==> src/rtl/assert_macros.svh <==
// Assertion macros shared by the list RTL
`ifndef ASSERT_MACROS_SVH
`define ASSERT_MACROS_SVH

// Check a property on every clock edge outside reset
`define IIEL_ASSERT(lbl, prop, msg) \
  lbl: assert property (@(posedge clk) disable iff (!rst_n) (prop)) else $error(msg);

// Check that an antecedent implies a consequent in the same cycle
`define IIEL_ASSERT_IMP(lbl, ante, cons, msg) \
  lbl: assert property (@(posedge clk) disable iff (!rst_n) (ante) |-> (cons)) \
    else $error(msg);

// Check that an antecedent implies a consequent in the next cycle
`define IIEL_ASSERT_NXT(lbl, ante, cons, msg) \
  lbl: assert property (@(posedge clk) disable iff (!rst_n) (ante) |=> (cons)) \
    else $error(msg);

`endif

==> src/rtl/iiel_pkg.sv <==
// Types and codes shared by the indexed insert/erase list
`default_nettype none

package iiel_pkg;

  typedef enum logic [1:0] {
    CMD_APPEND = 2'd0,
    CMD_INSERT = 2'd1,
    CMD_ERASE  = 2'd2,
    CMD_GET    = 2'd3
  } cmd_e_t;

  typedef enum logic [1:0] {
    ST_OK    = 2'd0,
    ST_RANGE = 2'd1,
    ST_FULL  = 2'd2
  } status_t;

  typedef struct packed {
    logic [1:0]         cmd;
    logic [6:0]         position;
    logic signed [31:0] item_value;
  } in_req_t;

  typedef struct packed {
    logic signed [31:0] read_value;
    status_t            status;
    logic [6:0]         entry_count;
  } out_rsp_t;

  typedef struct packed {
    logic app;
    logic ins;
    logic ers;
  } shift_ctl_t;

endpackage

`default_nettype wire

==> src/rtl/iiel_cell.sv <==
// One storage cell of the list row: holds one entry and shifts with its neighbors
`default_nettype none

module iiel_cell
  import iiel_pkg::*;
#(
  parameter int IDX   = 0,
  parameter int CNT_W = 7
) (
  input  wire logic                    clk,
  input  wire shift_ctl_t              ctl,
  input  wire logic [CNT_W-1:0]        pos,
  input  wire logic [CNT_W-1:0]        cnt,
  input  wire logic signed [31:0]      val,
  input  wire logic signed [31:0]      left_ent,
  input  wire logic signed [31:0]      right_ent,
  output logic signed [31:0]           entry
);

  localparam logic [CNT_W-1:0] MY_IDX  = CNT_W'(IDX);
  localparam logic [CNT_W-1:0] MY_NEXT = CNT_W'(IDX + 1);

  logic signed [31:0] entry_r;
  logic signed [31:0] entry_nxt;

  always_comb begin
    entry_nxt = entry_r;
    if (ctl.app && (MY_IDX == cnt)) begin
      entry_nxt = val;
    end else if (ctl.ins) begin
      if (MY_IDX == pos) begin
        entry_nxt = val;
      end else if ((MY_IDX > pos) && (MY_IDX <= cnt)) begin
        entry_nxt = left_ent;
      end
    end else if (ctl.ers && (MY_IDX >= pos) && (MY_NEXT < cnt)) begin
      entry_nxt = right_ent;
    end
  end

  always_ff @(posedge clk) begin
    entry_r <= entry_nxt;
  end

  assign entry = entry_r;

endmodule

`default_nettype wire

==> config.mk <==
export PLATFORM = sky130hd
export DESIGN_NAME = iiel_cell
export DESIGN_NICKNAME = d
export VERILOG_FILES = /design/src/rtl/assert_macros.svh /design/src/rtl/iiel_pkg.sv /design/src/rtl/iiel_cell.sv
export SDC_FILE = /design/constraint.sdc
export NUM_CORES = 1
export LEC_CHECK = 0
export BUFFER_PORTS_ARGS = -buffer_cell sky130_fd_sc_hd__clkbuf_2
export CAP_MARGIN = 25
export CORE_ASPECT_RATIO = 0.6
export CORE_MARGIN = 4
export CORE_UTILIZATION = 34
export DETAILED_ROUTE_END_ITERATION = 10
export GPL_TIMING_DRIVEN = 1
export HOLD_SLACK_MARGIN = 0.1
export PLACE_DENSITY = 0.87
export SLEW_MARGIN = 20
export SYNTH_ARGS = -nofsm -noshare
export SYNTH_HDL_FRONTEND = slang
export SYNTH_SLANG_ARGS = --single-unit
==> constraint.sdc <==
create_clock -name clk -period 3.5 [get_ports clk]
set_input_delay 0.35 -clock clk [delete_from_list [all_inputs] [get_ports clk]]
set_output_delay 0.35 -clock clk [all_outputs]
set_load 0.02 [all_outputs]
==> run_results.csv, run 1 <==
group,metric,value,unit
outcome,outcome,"finished clean",
placement,dpl_cell_area,2470,µm²
logic_synthesis,synth_cell_type_count,17,
clocking,cts_made_buffers,5,
pwr,pwr-share-clk,0.317,
logic_synthesis,synth_top_cell_by_area,"edfxtp_1",
placement,place_congestion,0.799,
sta,final_max_slew_viol_count,0,
worst_setup_path,cp.required,3.47,ns
clocking,clkTransAtPathRegs,0.07,ns
pwr,combPwrFrac,0.169,
floorplanning,io_pins,146,
logic_synthesis,synth_top_area_share,0.568,
pwr,leakage,0.00117,µW
floorplanning,die_w,99.1,µm
placement,hpwl,4.27,mm
logic_synthesis,synth_fp_nets,234,
sta,setup_violations,0,
pwr,peakVddDrop,135,µV
logic_synthesis,yosysSeqAreaShare,0.568,
sta,fmax,443,MHz
drt,vias,1645,
logic_synthesis,synth_seq_cells,32,
floorplanning,die_y,62.7,µm
sta,period_needed,2.26,ns
floorplanning,initial_core_util,0.361,
layout,post-route-cell-area,2550,µm²
sta,hold_violations,0,
global_routing,grt_max_degree,33,
sta,post-route-period-util,0.646,
drt,remaining_drc_errors,0,
global_routing,grt_pass1_wl,8.14,mm
clocking,cts_hold_buf,0,
logic_synthesis,netlist_instances,120,
flow_run,drv_cap,0,
sta,slew_headroom,0.469,
clocking,cts_htree_levels,2,
drt,dr.pass1.iters,4,
layout,final_cell_mix,"clkbuf_2 (145), edfxtp_1 (32), nand2b_1 (31)",
global_routing,overflow,0,
global_routing,grt_pass1_vias,1752,
layout,drive_above_1_share,0.714,
placement,port_buffers,145,
sta,setup_tns,0,ns
logic_synthesis,synth_warnings,0,
clocking,numClockSinks,32,
layout,areaGrowthSynthToFinish,50.8,%
sta,hold-worst-slack,0.374,ns
clocking,postCtsResizedCells,0,
drt,wl_per_cell,15.9,µm
clocking,cts_tree,"built",
drt,finalWirelength,5.23,mm
layout,fillers,424,
drt,vias_per_cell,5.00,
drt,ant_nets,0,
sta,max_slew.worst_pin.slew,0.797,ns
logic_synthesis,synthTopCellsByArea,"edfxtp_1 (57%), o221a_2 (20%), nand2b_1 (11%)",
pwr,power.density,328,nW/µm²
min_path,hp-start,"right_ent[30]",
worst_setup_path,worst-setup-path-type,"in -> reg",
worst_setup_path,crit_path_max_fanout,17,
pwr,switching_share,0.221,
floorplanning,rows,19,
logic_synthesis,avgSynthCellArea,14.1,µm²
clocking,root_buffer,"clkbuf_8",
layout,largest_reg_flops,32,
sta,setup_ws,1.24,ns
clocking,cts_setup_buffers,0,
min_path,holdPathEnd,"entry[30]",
logic_synthesis,syn-cell-area,1690,µm²
layout,antenna_cells,0,
worst_setup_path,cp.arrival,2.23,ns
global_routing,antenna_found_initial,0,
layout,layout_commonest_cell,"clkbuf_2",
worst_setup_path,startpoint_type,"input pin",
placement,place_ws,0.910,ns
drt,initialDrtViolationCount,71,
pwr,p_switching,185,µW
global_routing,track_usage,0.164,
min_path,hold_class,"in -> reg",
pwr,pwr-share-seq,0.514,
min_path,whs_path_depth,3,
floorplanning,dieArea,6210,µm²
floorplanning,core-area,4680,µm²
clocking,clockBufferDepth,2,
layout,nets,380,
sta,rsz0062_at_grt,"false",
worst_setup_path,end_kind,"flip-flop",
pwr,p_int,651,µW
-- layout make-up --
cell class / count / area [µm²] / area share
clock buffer: 6 / 72.6 / 0.0284
tap: 63 / 78.8 / 0.0309
multi-input combinational: 76 / 676 / 0.265
clock inverter: 1 / 5.00 / 0.00196
sequential: 32 / 961 / 0.376
inverter: 3 / 11.3 / 0.00441
timing repair buffer: 148 / 748 / 0.293
-- metal layers --
metal  share of wire  routed length, µm  vias up  global-route usage
met3            0.13                703        4              0.0758
met2            0.46               2410      103               0.263
met1            0.40               2070      752               0.199
met4          0.0088                 46        0              0.0409
li1                -                  -      786                   -
met5               0                  0        -                   0
-- power by group through the flow --
stage / registers [µW] / clock network, µW / logic (µW)
6_report: 430 / 265 / 141
5_1_grt: 430 / 293 / 156
4_1_cts: 430 / 274 / 143
3_5_place_dp: 438 / 0 / 143
3_3_place_gp: 438 / 0 / 138
2_1_floorplan: 443 / 0 / 65.4
-- worst max path at each step --
stage / end / slack, ns / start / cells after the start
3_5_place_dp: entry[24] / 0.91 / pos[4] / 5
4_1_cts: entry[24] / 1.21 / pos[4] / 5
6_report: entry[9] / 1.24 / pos[4] / 5
3_3_place_gp: entry[9] / 0.93 / pos[4] / 5
2_1_floorplan: entry[0] / 0.20 / pos[4] / 3
5_1_grt: entry[26] / 1.14 / pos[4] / 5
-- metrics by stage --
stage | power [µW] | utilization | instances
after floorplan | 508 | - | 120
after global placement | 576 | 0.528 | 322
after detailed placement | 581 | 0.528 | 322
after CTS | 847 | 0.545 | 329
after global routing | 878 | 0.545 | 329
final | 836 | 0.545 | 329
-- synth_stat cells (all sizes together) --
| library cell | n |
|---|---|
| a21oi | 2 |
| a41oi | 1 |
| and4 | 1 |
| buf | 3 |
| clkbuf | 6 |
| edfxtp | 32 |
| inv | 3 |
| nand2 | 2 |
| nand2b | 31 |
| nand3b | 1 |
| nor2 | 1 |
| nor4 | 2 |
| o21bai | 1 |
| o221a | 31 |
| o221ai | 1 |
| or4 | 2 |
-- cell families (layout without fill, tap and decap cells) --
| logic type | after synthesis | after routing | share of synthesized area |
|---|---|---|---|
| AND/OR/NAND/NOR | 40 | 40 | 0.159 |
| flip-flops | 32 | 32 | 0.568 |
| buffers and inverters | 12 | 158 | 0.0466 |
| AO/OA/AOI/OAI | 36 | 36 | 0.227 |
-- critical path, cell delays in order --
cell	delay, ns
clkbuf_2	0.08
or4_4	0.52
or4_4	0.47
o21bai_4	0.46
buf_4	0.33
Note: power is estimated with default switching activity, not from simulation.
==> run 2, diff against run 1 <==
- ABC_AREA: not set -> 1
- CORE_UTILIZATION: 34 -> 38
- PLACE_DENSITY: 0.87 -> 0.88
- clock period: 3.5 -> 2 ns (I/O delays scaled with it)
==> run 2 against run 1 <==
  * Global-route usage grew 4.3 points
  * First-iteration DRC count rose to 3.6 times the previous value
  * Sequential share of layout area shrank 5.8 points
  * Critical path depth grew 3
  * Clock power is 66% higher
  * Critical endpoint is now entry[3]
  * Largest cell class is now multi-input gates
  * Highest routed layer unchanged
==> run_results.csv, run 2 <==
group,metric,value,unit
logic_synthesis,synth_xor_xnor_area_share,0,
flow_run,drv_cap,0,
logic_synthesis,avgSynthCellArea,7.21,µm²
floorplanning,die_y,66.3,µm
worst_setup_path,end_kind,"flip-flop",
layout,largest_reg_flops,32,
worst_setup_path,worst-setup-path-type,"in -> reg",
pwr,peakVddDrop,215,µV
floorplanning,rows,20,
clocking,cts_setup_buffers,0,
min_path,hp-start,"val[10]",
logic_synthesis,synthMuxAreaShare,0,
sta,period_needed,1.37,ns
clocking,cts_hold_buf,0,
min_path,holdPathEnd,"entry[10]",
logic_synthesis,synthTopCellsByCount,"nand2_1 (133), nand3_1 (65), edfxtp_1 (32), o21ai_0 (32), clkbuf_1 (12)",
sta,setup_violations,0,
min_path,whs_path_depth,3,
clocking,postCtsResizedCells,0,
placement,hpwl,5.70,mm
drt,initialDrtViolationCount,255,
logic_synthesis,synth_top_area_share,0.446,
floorplanning,initial_core_util,0.408,
pwr,p_total,1470,µW
global_routing,antenna_found_initial,0,
logic_synthesis,synth_warnings,0,
worst_setup_path,cp.arrival,1.38,ns
global_routing,track_usage,0.207,
drt,remaining_drc_errors,0,
logic_synthesis,synth.most_common_cell,"nand2_1",
logic_synthesis,synth_top_family_by_area,"simple AND/OR/NAND/NOR gates",
floorplanning,io_pins,146,
global_routing,overflow,0,
sta,slew_headroom,0.606,
logic_synthesis,synth_compound_area_frac,0.0743,
worst_setup_path,crit_path_max_fanout,20,
layout,antenna_cells,0,
clocking,cts_tree,"built",
sta,post-route-period-util,0.684,
global_routing,grt_max_degree,34,
sta,max_slew.worst_pin.slew,0.590,ns
logic_synthesis,synthSimpleGateAreaFrac,0.414,
logic_synthesis,synth_fa_ha_area_frac,0,
layout,areaGrowthSynthToFinish,40.2,%
clocking,root_buffer,"clkbuf_8",
sta,hold_violations,0,
outcome,outcome,"finished clean",
clocking,cts_made_buffers,5,
pwr,leakage,0.00147,µW
drt,wl_per_cell,14.2,µm
clocking,cts_htree_levels,2,
clocking,clkTransAtPathRegs,0.07,ns
logic_synthesis,async_flop_share,0,
clocking,clockBufferDepth,2,
global_routing,grt_pass1_vias,2463,
worst_setup_path,cp.required,2.02,ns
layout,final_cell_mix,"clkbuf_2 (145), nand2_1 (133), nand3_1 (65)",
logic_synthesis,synth_edf_count,32,
layout,nets,555,
global_routing,grt_pass1_wl,11.5,mm
drt,vias,2595,
logic_synthesis,netlist_instances,299,
logic_synthesis,syn-cell-area,2160,µm²
sta,hold-worst-slack,0.232,ns
logic_synthesis,yosysSeqAreaShare,0.446,
logic_synthesis,synth_top_cell_by_area,"edfxtp_1",
logic_synthesis,synth_fp_nets,413,
layout,layout_commonest_cell,"clkbuf_2",
sta,rsz0062_at_grt,"false",
layout,drive_above_1_share,0.374,
drt,dr.pass1.iters,4,
layout,fin_util,0.572,
drt,vias_per_cell,5.01,
min_path,hold_class,"in -> reg",
worst_setup_path,startpoint_type,"input pin",
sta,setup_tns,0,ns
floorplanning,die_w,105,µm
drt,finalWirelength,7.34,mm
logic_synthesis,synth_cell_type_count,14,
logic_synthesis,synthTopCellsByArea,"edfxtp_1 (45%), nand2_1 (23%), nand3_1 (15%)",
pwr,power.density,488,nW/µm²
sta,fmax,731,MHz
placement,port_buffers,145,
clocking,numClockSinks,32,
floorplanning,dieArea,6980,µm²
placement,place_congestion,0.834,
floorplanning,core-area,5280,µm²
logic_synthesis,synth_seq_cells,32,
logic_synthesis,ys.flop_type,"edfxtp_1",
sta,final_max_slew_viol_count,0,
drt,ant_nets,0,
-- run 2: worst max-delay path, cell delays in order --
cell,delay (ns)
clkbuf_2,0.08
nor2_1,0.13
nand2_2,0.22
buf_4,0.28
o21ai_0,0.24
nand2_1,0.10
nand2_1,0.07
nand3_1,0.07
-- run 2: cell families after synthesis --
| group | count (synthesis) |
|---|---|
| compound gates | 32 |
| simple gates | 210 |
| flops | 32 |
| buf+inv | 25 |
-- run 2: area by class of cell --
| cell class | instances | area, µm² |
|---|---|---|
| fill | 506 | 2260 |
| multi-input combinational | 242 | 1050 |
| sequential | 32 | 961 |
| timing repair buffer | 156 | 821 |
| tap | 77 | 96.3 |
| clock buffer | 5 | 68.8 |
| inverter | 4 | 15.0 |
| clock inverter | 2 | 7.51 |
-- run 2: routing by layer --
layer  share of wire  routed length (µm)  GRT usage  vias to the layer above
met4          0.0030                  22     0.0409                        0
met2            0.44                3250      0.339                      168
met5               0                   0          0                        -
li1                -                   -          -                     1287
met3            0.14                 998     0.0702                        2
met1            0.42                3070      0.268                     1138
-- run 2: per-stage QoR --
stage	instance area [µm²]	worst slack (ns)	cells
global route	3020	0.490	518
CTS	3020	0.622	518
floorplan	2160	0.126	299
detailed placement	2950	0.332	511
finish	3020	0.631	518
global placement	2950	0.389	511
-- run 2: how the worst max path moves through the flow --
| stage | from | to | slack, ns |
|---|---|---|---|
| after floorplan | pos[5] | entry[0] | 0.13 |
| after global placement | pos[5] | entry[29] | 0.39 |
| after detailed placement | pos[5] | entry[3] | 0.33 |
| after CTS | pos[5] | entry[3] | 0.62 |
| after global routing | pos[3] | entry[28] | 0.49 |
| final | pos[5] | entry[3] | 0.63 |
-- run 2: where the power goes --
| part | internal, µW | switching [µW] |
|---|---|---|
| Sequential | 750 | 1.87 |
| Clock | 229 | 211 |
| Combinational | 135 | 146 |
