`src/rtl/assert_macros.svh`:
```
// Assertion macros shared by the list RTL
`ifndef ASSERT_MACROS_SVH
`define ASSERT_MACROS_SVH

// Check a property on every clock edge outside reset
`define IIEL_ASSERT(lbl, prop, msg) \
  lbl: assert property (@(posedge clk) disable iff (!rst_n) (prop)) else $error(msg);

// Check that an antecedent implies a consequent in the same cycle
`define IIEL_ASSERT_IMP(lbl, ante, cons, msg) \
  lbl: assert property (@(posedge clk) disable iff (!rst_n) (ante) |-> (cons)) \
    else $error(msg);

// Check that an antecedent implies a consequent in the next cycle
`define IIEL_ASSERT_NXT(lbl, ante, cons, msg) \
  lbl: assert property (@(posedge clk) disable iff (!rst_n) (ante) |=> (cons)) \
    else $error(msg);

`endif

```
`src/rtl/iiel_pkg.sv`:
```
// Types and codes shared by the indexed insert/erase list
`default_nettype none

package iiel_pkg;

  typedef enum logic [1:0] {
    CMD_APPEND = 2'd0,
    CMD_INSERT = 2'd1,
    CMD_ERASE  = 2'd2,
    CMD_GET    = 2'd3
  } cmd_e_t;

  typedef enum logic [1:0] {
    ST_OK    = 2'd0,
    ST_RANGE = 2'd1,
    ST_FULL  = 2'd2
  } status_t;

  typedef struct packed {
    logic [1:0]         cmd;
    logic [6:0]         position;
    logic signed [31:0] item_value;
  } in_req_t;

  typedef struct packed {
    logic signed [31:0] read_value;
    status_t            status;
    logic [6:0]         entry_count;
  } out_rsp_t;

  typedef struct packed {
    logic app;
    logic ins;
    logic ers;
  } shift_ctl_t;

endpackage

`default_nettype wire

```
`src/rtl/iiel_out_buf.sv`:
```
// Two-deep result buffer: output register plus skid register
`default_nettype none
`include "assert_macros.svh"

module iiel_out_buf
  import iiel_pkg::*;
(
  input  wire logic     clk,
  input  wire logic     rst_n,
  input  wire logic     push,
  input  wire out_rsp_t push_rsp,
  output logic          full,
  output logic          out_valid,
  input  wire logic     out_stall,
  output out_rsp_t      out_rsp
);

  logic     out_vld_r;
  logic     out_vld_nxt;
  out_rsp_t out_r;
  out_rsp_t out_nxt;
  logic     skid_vld_r;
  logic     skid_vld_nxt;
  out_rsp_t skid_r;
  out_rsp_t skid_nxt;
  logic     drain;

  assign drain = !out_vld_r || !out_stall;

  always_comb begin
    out_vld_nxt  = out_vld_r;
    out_nxt      = out_r;
    skid_vld_nxt = skid_vld_r;
    skid_nxt     = skid_r;
    if (drain) begin
      if (skid_vld_r) begin
        out_vld_nxt  = 1'b1;
        out_nxt      = skid_r;
        skid_vld_nxt = 1'b0;
      end else begin
        out_vld_nxt = push;
        out_nxt     = push_rsp;
      end
    end else if (push) begin
      skid_vld_nxt = 1'b1;
      skid_nxt     = push_rsp;
    end
  end

  always_ff @(posedge clk) begin
    if (!rst_n) begin
      out_vld_r  <= 1'b0;
      skid_vld_r <= 1'b0;
    end else begin
      out_vld_r  <= out_vld_nxt;
      skid_vld_r <= skid_vld_nxt;
    end
    out_r  <= out_nxt;
    skid_r <= skid_nxt;
  end

  assign full      = skid_vld_r;
  assign out_valid = out_vld_r;
  assign out_rsp   = out_r;

  `IIEL_ASSERT_IMP(a_skid_behind_out, skid_vld_r, out_vld_r, "skid holds a request ahead of output")
  `IIEL_ASSERT_NXT(a_stalled_out_kept, out_vld_r && out_stall, out_vld_r, "stalled result dropped")
  `IIEL_ASSERT_IMP(a_no_push_when_full, skid_vld_r, !push, "request pushed into full buffer")

endmodule

`default_nettype wire
```
`config.mk`:
```
export PLATFORM = sky130hd
export DESIGN_NAME = iiel_out_buf
export DESIGN_NICKNAME = d
export VERILOG_FILES = /design/src/rtl/iiel_pkg.sv /design/src/rtl/iiel_out_buf.sv
export VERILOG_INCLUDE_DIRS = /design/src /design/src/rtl
export SDC_FILE = /design/constraint.sdc
export NUM_CORES = 1
export LEC_CHECK = 0
export BUFFER_PORTS_ARGS = -buffer_cell sky130_fd_sc_hd__buf_2
export CAP_MARGIN = 20
export CORE_MARGIN = 5
export CORE_UTILIZATION = 25
export DETAILED_ROUTE_END_ITERATION = 8
export HOLD_SLACK_MARGIN = 0.03
export PLACE_DENSITY = 0.54
export SETUP_SLACK_MARGIN = 0.2
export SLEW_MARGIN = 0
export SYNTH_ARGS = -nofsm -noshare
export SYNTH_HDL_FRONTEND = slang
export SYNTH_SLANG_ARGS = --single-unit
```
`constraint.sdc`:
```
create_clock -name clk -period 3 [get_ports clk]
set_input_delay 0.3 -clock clk [delete_from_list [all_inputs] [get_ports clk]]
set_output_delay 0.3 -clock clk [all_outputs]
set_load 0.01 [all_outputs]
```
==> metrics.md, run 1 <==
| Metric | Value |
|---|---|
| Fin Setup TNS | `0 ns` |
| ANT cells | `0` |
| Setup bufs post-CTS | `0` |
| DRC | `0` |
| Slowest cell on crit path | `dfxtp_4` |
| IO Count | `88` |
| Post-synth cell types | `11` |
| CTS max path bufs | `2` |
| Yosys warns | `0` |
| Max-slew violation count | `0` |
| First-pass GRT wire length | `about 9000 um` |
| Outcome | `finished clean` |
| Slew @ Worst Pin | `a little under 1 ns` |
| Clock power frac | `40.3%` |
| Die Wd | `124 um` |
| Critical Path Fanout Max | `43` |
| GRT Util Overall | `between 7 and 8%` |
| Layout area overhead | `26.9%` |
| Vias per std cell | `approximately 3.8` |
| CTS resizes | `0` |
| Pin count of the biggest net entering global routing | `44` |
| Clock Pin Slew Worst Setup and Hold Paths | `around 0.060 ns` |
| Via count | `1543` |
| Initial antenna violation count | `0` |
| Buf/Inv on CP | `1` |
| Seq/Total Area, Yosys | `about 77%` |
| Sw frac | `19.9%` |
| Initial core utilization | `25.6%` |
| Synth top area share | `about 76%` |
| Syn_nets | `180` |
| RSZ-0062 raised after global routing | `false` |
| Root Driver | `clkbuf_16` |
| Maxcap violations | `0` |
| Synth area leaders | `edfxtp_1, mux2_4, buf_12` |
| Final period utilization | `59.8%` |
| CP delay by family, top | `flip-flops` |
| Worst-skew pair later-pin latency | `approximately 0.34 ns` |
| Final GP Congestion | `slightly below 0.6` |
| Final #Nets | `between 200 and 300` |
| WP data required | `approximately 2.7 ns` |
| Post-route minimum period | `about 1.8 ns` |
| P_int | `2.09 mW` |
| Setup violations, final | `0` |
| LEAKAGE | `between 1.5 and 2 nW` |
| Mapped Cells | `about 140` |
| Final Hold Viols | `0` |
| Detailed placement HPWL | `3770 um` |
| Hold Startpoint | `push_rsp[5]` |
| CP Cell Sequence | `buf_2` |
| CP Class | `register to output pin` |
| Worst setup SP type | `register` |
| Die area | `15300 um2` |
| Die H | `~120 um` |
| Max H-tree Level | `3` |
| Clock sinks | `84` |
| Routed WL | `around 6000 um` |
| DR pass1 iterations | `4` |
| Vias in the first global route | `1657` |
| Inserted Clock Buffers | `9` |
| Placement Rows | `slightly above 40` |
| Gate power share | `7.0%` |
| Syn Std Cell Area | `between 3000 and 4000 um2` |
| Proportion of layout cells with a drive suffix above 1 | `62.4%` |
| Initial DRC count | `between 70 and 80` |
| Largest stage delay, worst path | `about 0.88 ns` |
| Pwr Density | `635 nW/um2` |
| Critical path origin | `full` |
| Cell taking the most area after synthesis | `edfxtp_1` |
| Achievable frequency | `around 0.56 GHz` |
| Seq pwr share | `between 50% and 60%` |
| Core ar. | `12700 um2` |
| Synth Register Bits | `between 80 and 90` |
| Most common cell after layout, fill and taps aside | `buf_2` |
| Layout Utilization | `32.4%` |
| CP Data Arrival Time | `approximately 1.5 ns` |
| Hold Buf Count CTS | `0` |
| TritonCTS clock tree | `built` |
| Rel. slew slack | `35.0%` |
| Hold Path Class | `primary input to register` |
| Peak supply drop | `0.203 mV` |
| NetSw | `around 0.52 mW` |
| CP endpoint kind | `output pin` |
| Antenna viol nets, final | `0` |
| Final Skew | `between 0.006 and 0.007 ns` |
| Grt ovf | `0` |
| Avg WL per Cell | `about 14 um` |
| Buffers on Ports | `87` |
| Commonest non-fill, non-tap cells in the layout | `buf_2, edfxtp_1, mux2_4` |
| Reg2reg start | `out_valid` |
| Mapped Avg Cell Area | `between 20 and 25 um2` |
[power groups by stage]
stage / Sequential (mW) / Clock (mW) / Combinational (mW)
floorplan: 1.42 / 0 / 0.0744
global placement: 1.40 / 0 / 0.181
detailed placement: 1.40 / 0 / 0.185
CTS: 1.38 / 1.09 / 0.185
global route: 1.38 / 1.14 / 0.199
finish: 1.38 / 1.05 / 0.182
[Yosys cell counts]
cell type and number:
a21boi_0 1, and3_1 1, buf_12 4, buf_6 1
dfxtp_1 2, edfxtp_1 82, mux2_2 2, mux2_4 39
nand2_1 1, nor2_2 1, nor3b_2 1
[final timing paths]
path                                     to  slack [ns]  cells past startpoint
worst max-delay path                   full        1.20                      1
worst max register to register   skid_r[39]        1.38                      1
worst min register to register  out_rsp[32]        0.54                      1
worst min-delay path              skid_r[5]        0.15                      1
[layer usage]
metal	track usage [%]	vias up	wire, um
li1	-	723	-
met1	9.60	749	2480
met2	11.6	58	2700
met3	4.04	13	543
met4	4.15	0	121
met5	0	-	0
[final cells by class]
cell class	instances	area (um2)
clock buffer	12	236
multi-input combinational	46	648
timing repair buffer	89	463
clock inverter	3	38.8
fill	1250	8560
sequential	84	2510
tap	172	215
[registers in the layout, indices dropped and copies added (netlist names)]
signal and cells:
full 1, out_rsp 41, out_valid 1, skid_r 41
[cell families after synthesis]
logic type	count (synthesis)	synth area share, %
AO/OA/AOI/OAI	1	0.232
buffers and inverters	5	2.82
flip-flops	84	77.3
multiplexers	41	18.8
AND/OR/NAND/NOR	4	0.889
[metrics by stage]
stage | instance area, um2 | hold slack [ns] | instances | power (mW) | worst slack, ns
after detailed placement | 3810 | 0.495 | 390 | 1.59 | 1.28
after CTS | 4090 | 0.133 | 405 | 2.66 | 1.14
after global routing | 4110 | 0.133 | 406 | 2.72 | 1.10
after global placement | 3810 | 0.493 | 390 | 1.58 | 1.34
after floorplan | 3240 | 0.399 | 135 | 1.49 | 1.16
final | 4110 | 0.153 | 406 | 2.61 | 1.20
(Power assumes the default switching activity.)
==> run 2: changes to the inputs <==
--- a/config.mk
+++ b/config.mk
@@ -12,7 +12,7 @@
 export CORE_UTILIZATION = 25
 export DETAILED_ROUTE_END_ITERATION = 8
 export HOLD_SLACK_MARGIN = 0.03
-export PLACE_DENSITY = 0.54
+export PLACE_DENSITY = 0.56
 export SETUP_SLACK_MARGIN = 0.2
 export SLEW_MARGIN = 0
 export SYNTH_ARGS = -nofsm -noshare
==> constraint.sdc (replaced) <==
create_clock -name clk -period 1.52 [get_ports clk]
set_input_delay 0.152 -clock clk [delete_from_list [all_inputs] [get_ports clk]]
set_output_delay 0.152 -clock clk [all_outputs]
set_load 0.01 [all_outputs]
==> metrics.md, run 2 (synthesis gave the netlist of run 1 again) <==
| Metric | Value |
|---|---|
| Initial core utilization | `25.6% (unchanged)` |
| Root Driver | `clkbuf_16 (unchanged)` |
| CP Class | `register to register (was register to output pin)` |
| Achievable frequency | `around 0.79 GHz` |
| Worst-skew pair later-pin latency | `0.34 ns (about the same)` |
| Fin Setup TNS | `0 ns (unchanged)` |
| Grt ovf | `0 (unchanged)` |
| Area occupied by multi-input gates | `652 um2 (was 648 um2)` |
| Routed WL | `6350 um (was 5840 um)` |
| Die H | `124 um (unchanged)` |
| Slew @ Worst Pin | `0.428 ns (was 0.975 ns)` |
| LEAKAGE | `1.82 nW (was 1.60 nW)` |
| CTS max path bufs | `2 (unchanged)` |
| Outcome | `finished clean (unchanged)` |
| Final Hold Viols | `0 (unchanged)` |
| Final Skew | `0.00591 ns (was 0.00647 ns)` |
| Post-route cell area | `4650 um2 (was 4110 um2)` |
| IO Count | `88 (unchanged)` |
| Maxcap violations | `0 (unchanged)` |
| Core ar. | `12700 um2 (unchanged)` |
| First-pass GRT wire length | `9640 um (was 8780 um)` |
| Worst r2r path cells | `3 (was 1)` |
| Setup violations, final | `0 (unchanged)` |
| R2R Setup Slk | `0.25 ns (was 1.38 ns)` |
| Initial DRC count | `55 (was 77)` |
| Slowest cell on crit path | `dfxtp_4 (unchanged)` |
| Hold Startpoint | `rst_n (was push_rsp[5])` |
| Worst setup SP type | `register (unchanged)` |
| Reg2reg start | `full (was out_valid)` |
| WHS | `0.0757 ns (was 0.153 ns)` |
| Final GP Congestion | `0.626 (was 0.597)` |
| Largest stage delay, worst path | `0.44 ns (was 0.88 ns)` |
| Final #Nets | `324 (was 275)` |
| Die area | `15300 um2 (unchanged)` |
| Vias in the first global route | `1888 (was 1657)` |
| Worst Hold Depth | `2 (was 1)` |
| Proportion of layout cells with a drive suffix above 1 | `53.9% (was 62.4%)` |
| Placement Setup Slack | `0.275 ns (was 1.28 ns)` |
| Critical Path Fanout Max | `8 (was 43)` |
| Detailed placement HPWL | `4240 um (was 3770 um)` |
| CP delay by family, top | `flip-flops (unchanged)` |
| Pwr Density | `1090 nW/um2 (was 635 nW/um2)` |
| Most used cell, CP | `buf_12` |
| Max H-tree Level | `3 (unchanged)` |
| Final period utilization | `a little over four fifths` |
| Rel. slew slack | `71.4% (was 35.0%)` |
| R2R Path End | `out_rsp[34] (was skid_r[39])` |
| Max-slew violation count | `0 (unchanged)` |
| CTS resizes | `0 (unchanged)` |
| DR pass1 iterations | `4 (unchanged)` |
| Buf/Inv on CP | `2 (was 1)` |
| GRT Util Overall | `8.75% (was 7.96%)` |
| Layout area overhead | `43.5% (was 26.9%)` |
| Post-route minimum period | `1.27 ns` |
| ANT cells | `0 (unchanged)` |
| Most common cell after layout, fill and taps aside | `buf_2 (unchanged)` |
| Initial antenna violation count | `0 (unchanged)` |
| Final WS setup | `0.254 ns (was 1.20 ns)` |
| TritonCTS clock tree | `built (unchanged)` |
| CP endpoint kind | `register (was output pin)` |
| WHS Endpoint | `out_valid (was skid_r[5])` |
| Die Wd | `124 um (unchanged)` |
| Vias per std cell | `3.81 (was 3.80)` |
| Fill count | `1221 (was 1250)` |
| Pin count of the biggest net entering global routing | `25 (was 44)` |
| Avg WL per Cell | `13.9 um (was 14.4 um)` |
| Buffers on Ports | `87 (unchanged)` |
| Placed cell areas | `3920 um2 (was 3810 um2)` |
| Clock Pin Slew Worst Setup and Hold Paths | `0.06 ns (about the same)` |
| Clock sinks | `84 (unchanged)` |
| RSZ-0062 raised after global routing | `false (unchanged)` |
| Via count | `1739 (was 1543)` |
| Placement Rows | `41 (unchanged)` |
| Peak supply drop | `0.409 mV (was 0.203 mV)` |
| DRC | `0 (unchanged)` |
| Inserted Clock Buffers | `9 (unchanged)` |
| Sequential cell area | `2510 um2 (unchanged)` |
| WP data required | `1.61 ns (was 2.70 ns)` |
| Commonest non-fill, non-tap cells in the layout | `buf_2, edfxtp_1, dlygate4sd3_1 (was buf_2, edfxtp_1, mux2_4)` |
| CP Cell Sequence | `buf_12 -> buf_12 -> mux2_4 (was buf_2)` |
| PnR Total Power | `5.08 mW (was 2.61 mW)` |
| Hold Path Class | `primary input to register (unchanged)` |
| Antenna viol nets, final | `0 (unchanged)` |
| CP Data Arrival Time | `1.35 ns (was 1.50 ns)` |
[run 2: per-stage QoR]
step                      cells  util, %
after floorplan             135        -
after global placement      395     30.9
after detailed placement    395     30.9
after CTS                   456     36.7
after global routing        456     36.7
final                       456     36.7
[run 2: worst max path at each step]
stage / start / endpoint / slack (ns) / cells after the start
floorplan: out_valid / out_rsp[0] / 0.25 / 1
global placement: full / out_rsp[3] / 0.31 / 2
detailed placement: full / out_rsp[8] / 0.28 / 2
CTS: full / out_rsp[6] / 0.24 / 3
global route: full / out_rsp[6] / 0.21 / 3
finish: full / out_rsp[34] / 0.25 / 3
[run 2: repair_timing]
action	4_1_cts	5_1_grt
endpoints found under the setup margin	1	0
hold buffers	41	0
buffers inserted	4	0
hold endpoints to repair	41	0
[run 2: report_power, final]
group	switching (mW)	internal [mW]	total (mW)	leakage, nW
sequential	0.0318	2.67	2.70	0.815
combinational	0.194	0.281	0.475	0.885
clock	0.810	1.09	1.90	0.123
[run 2: area by class of cell]
| type | instances | area share (%) |
|---|---|---|
| sequential | 84 | 53.9 |
| timing repair buffer | 138 | 22.0 |
| multi-input combinational | 46 | 14.0 |
| clock buffer | 12 | 5.09 |
| tap | 172 | 4.63 |
| clock inverter | 4 | 0.350 |
[run 2: metal layers]
layer	wire length, um	up-vias	GRT usage (%)
met5	0	-	0
met3	495	12	3.41
met1	2640	844	10.2
li1	-	820	-
met2	3040	63	13.7
met4	169	0	5.19
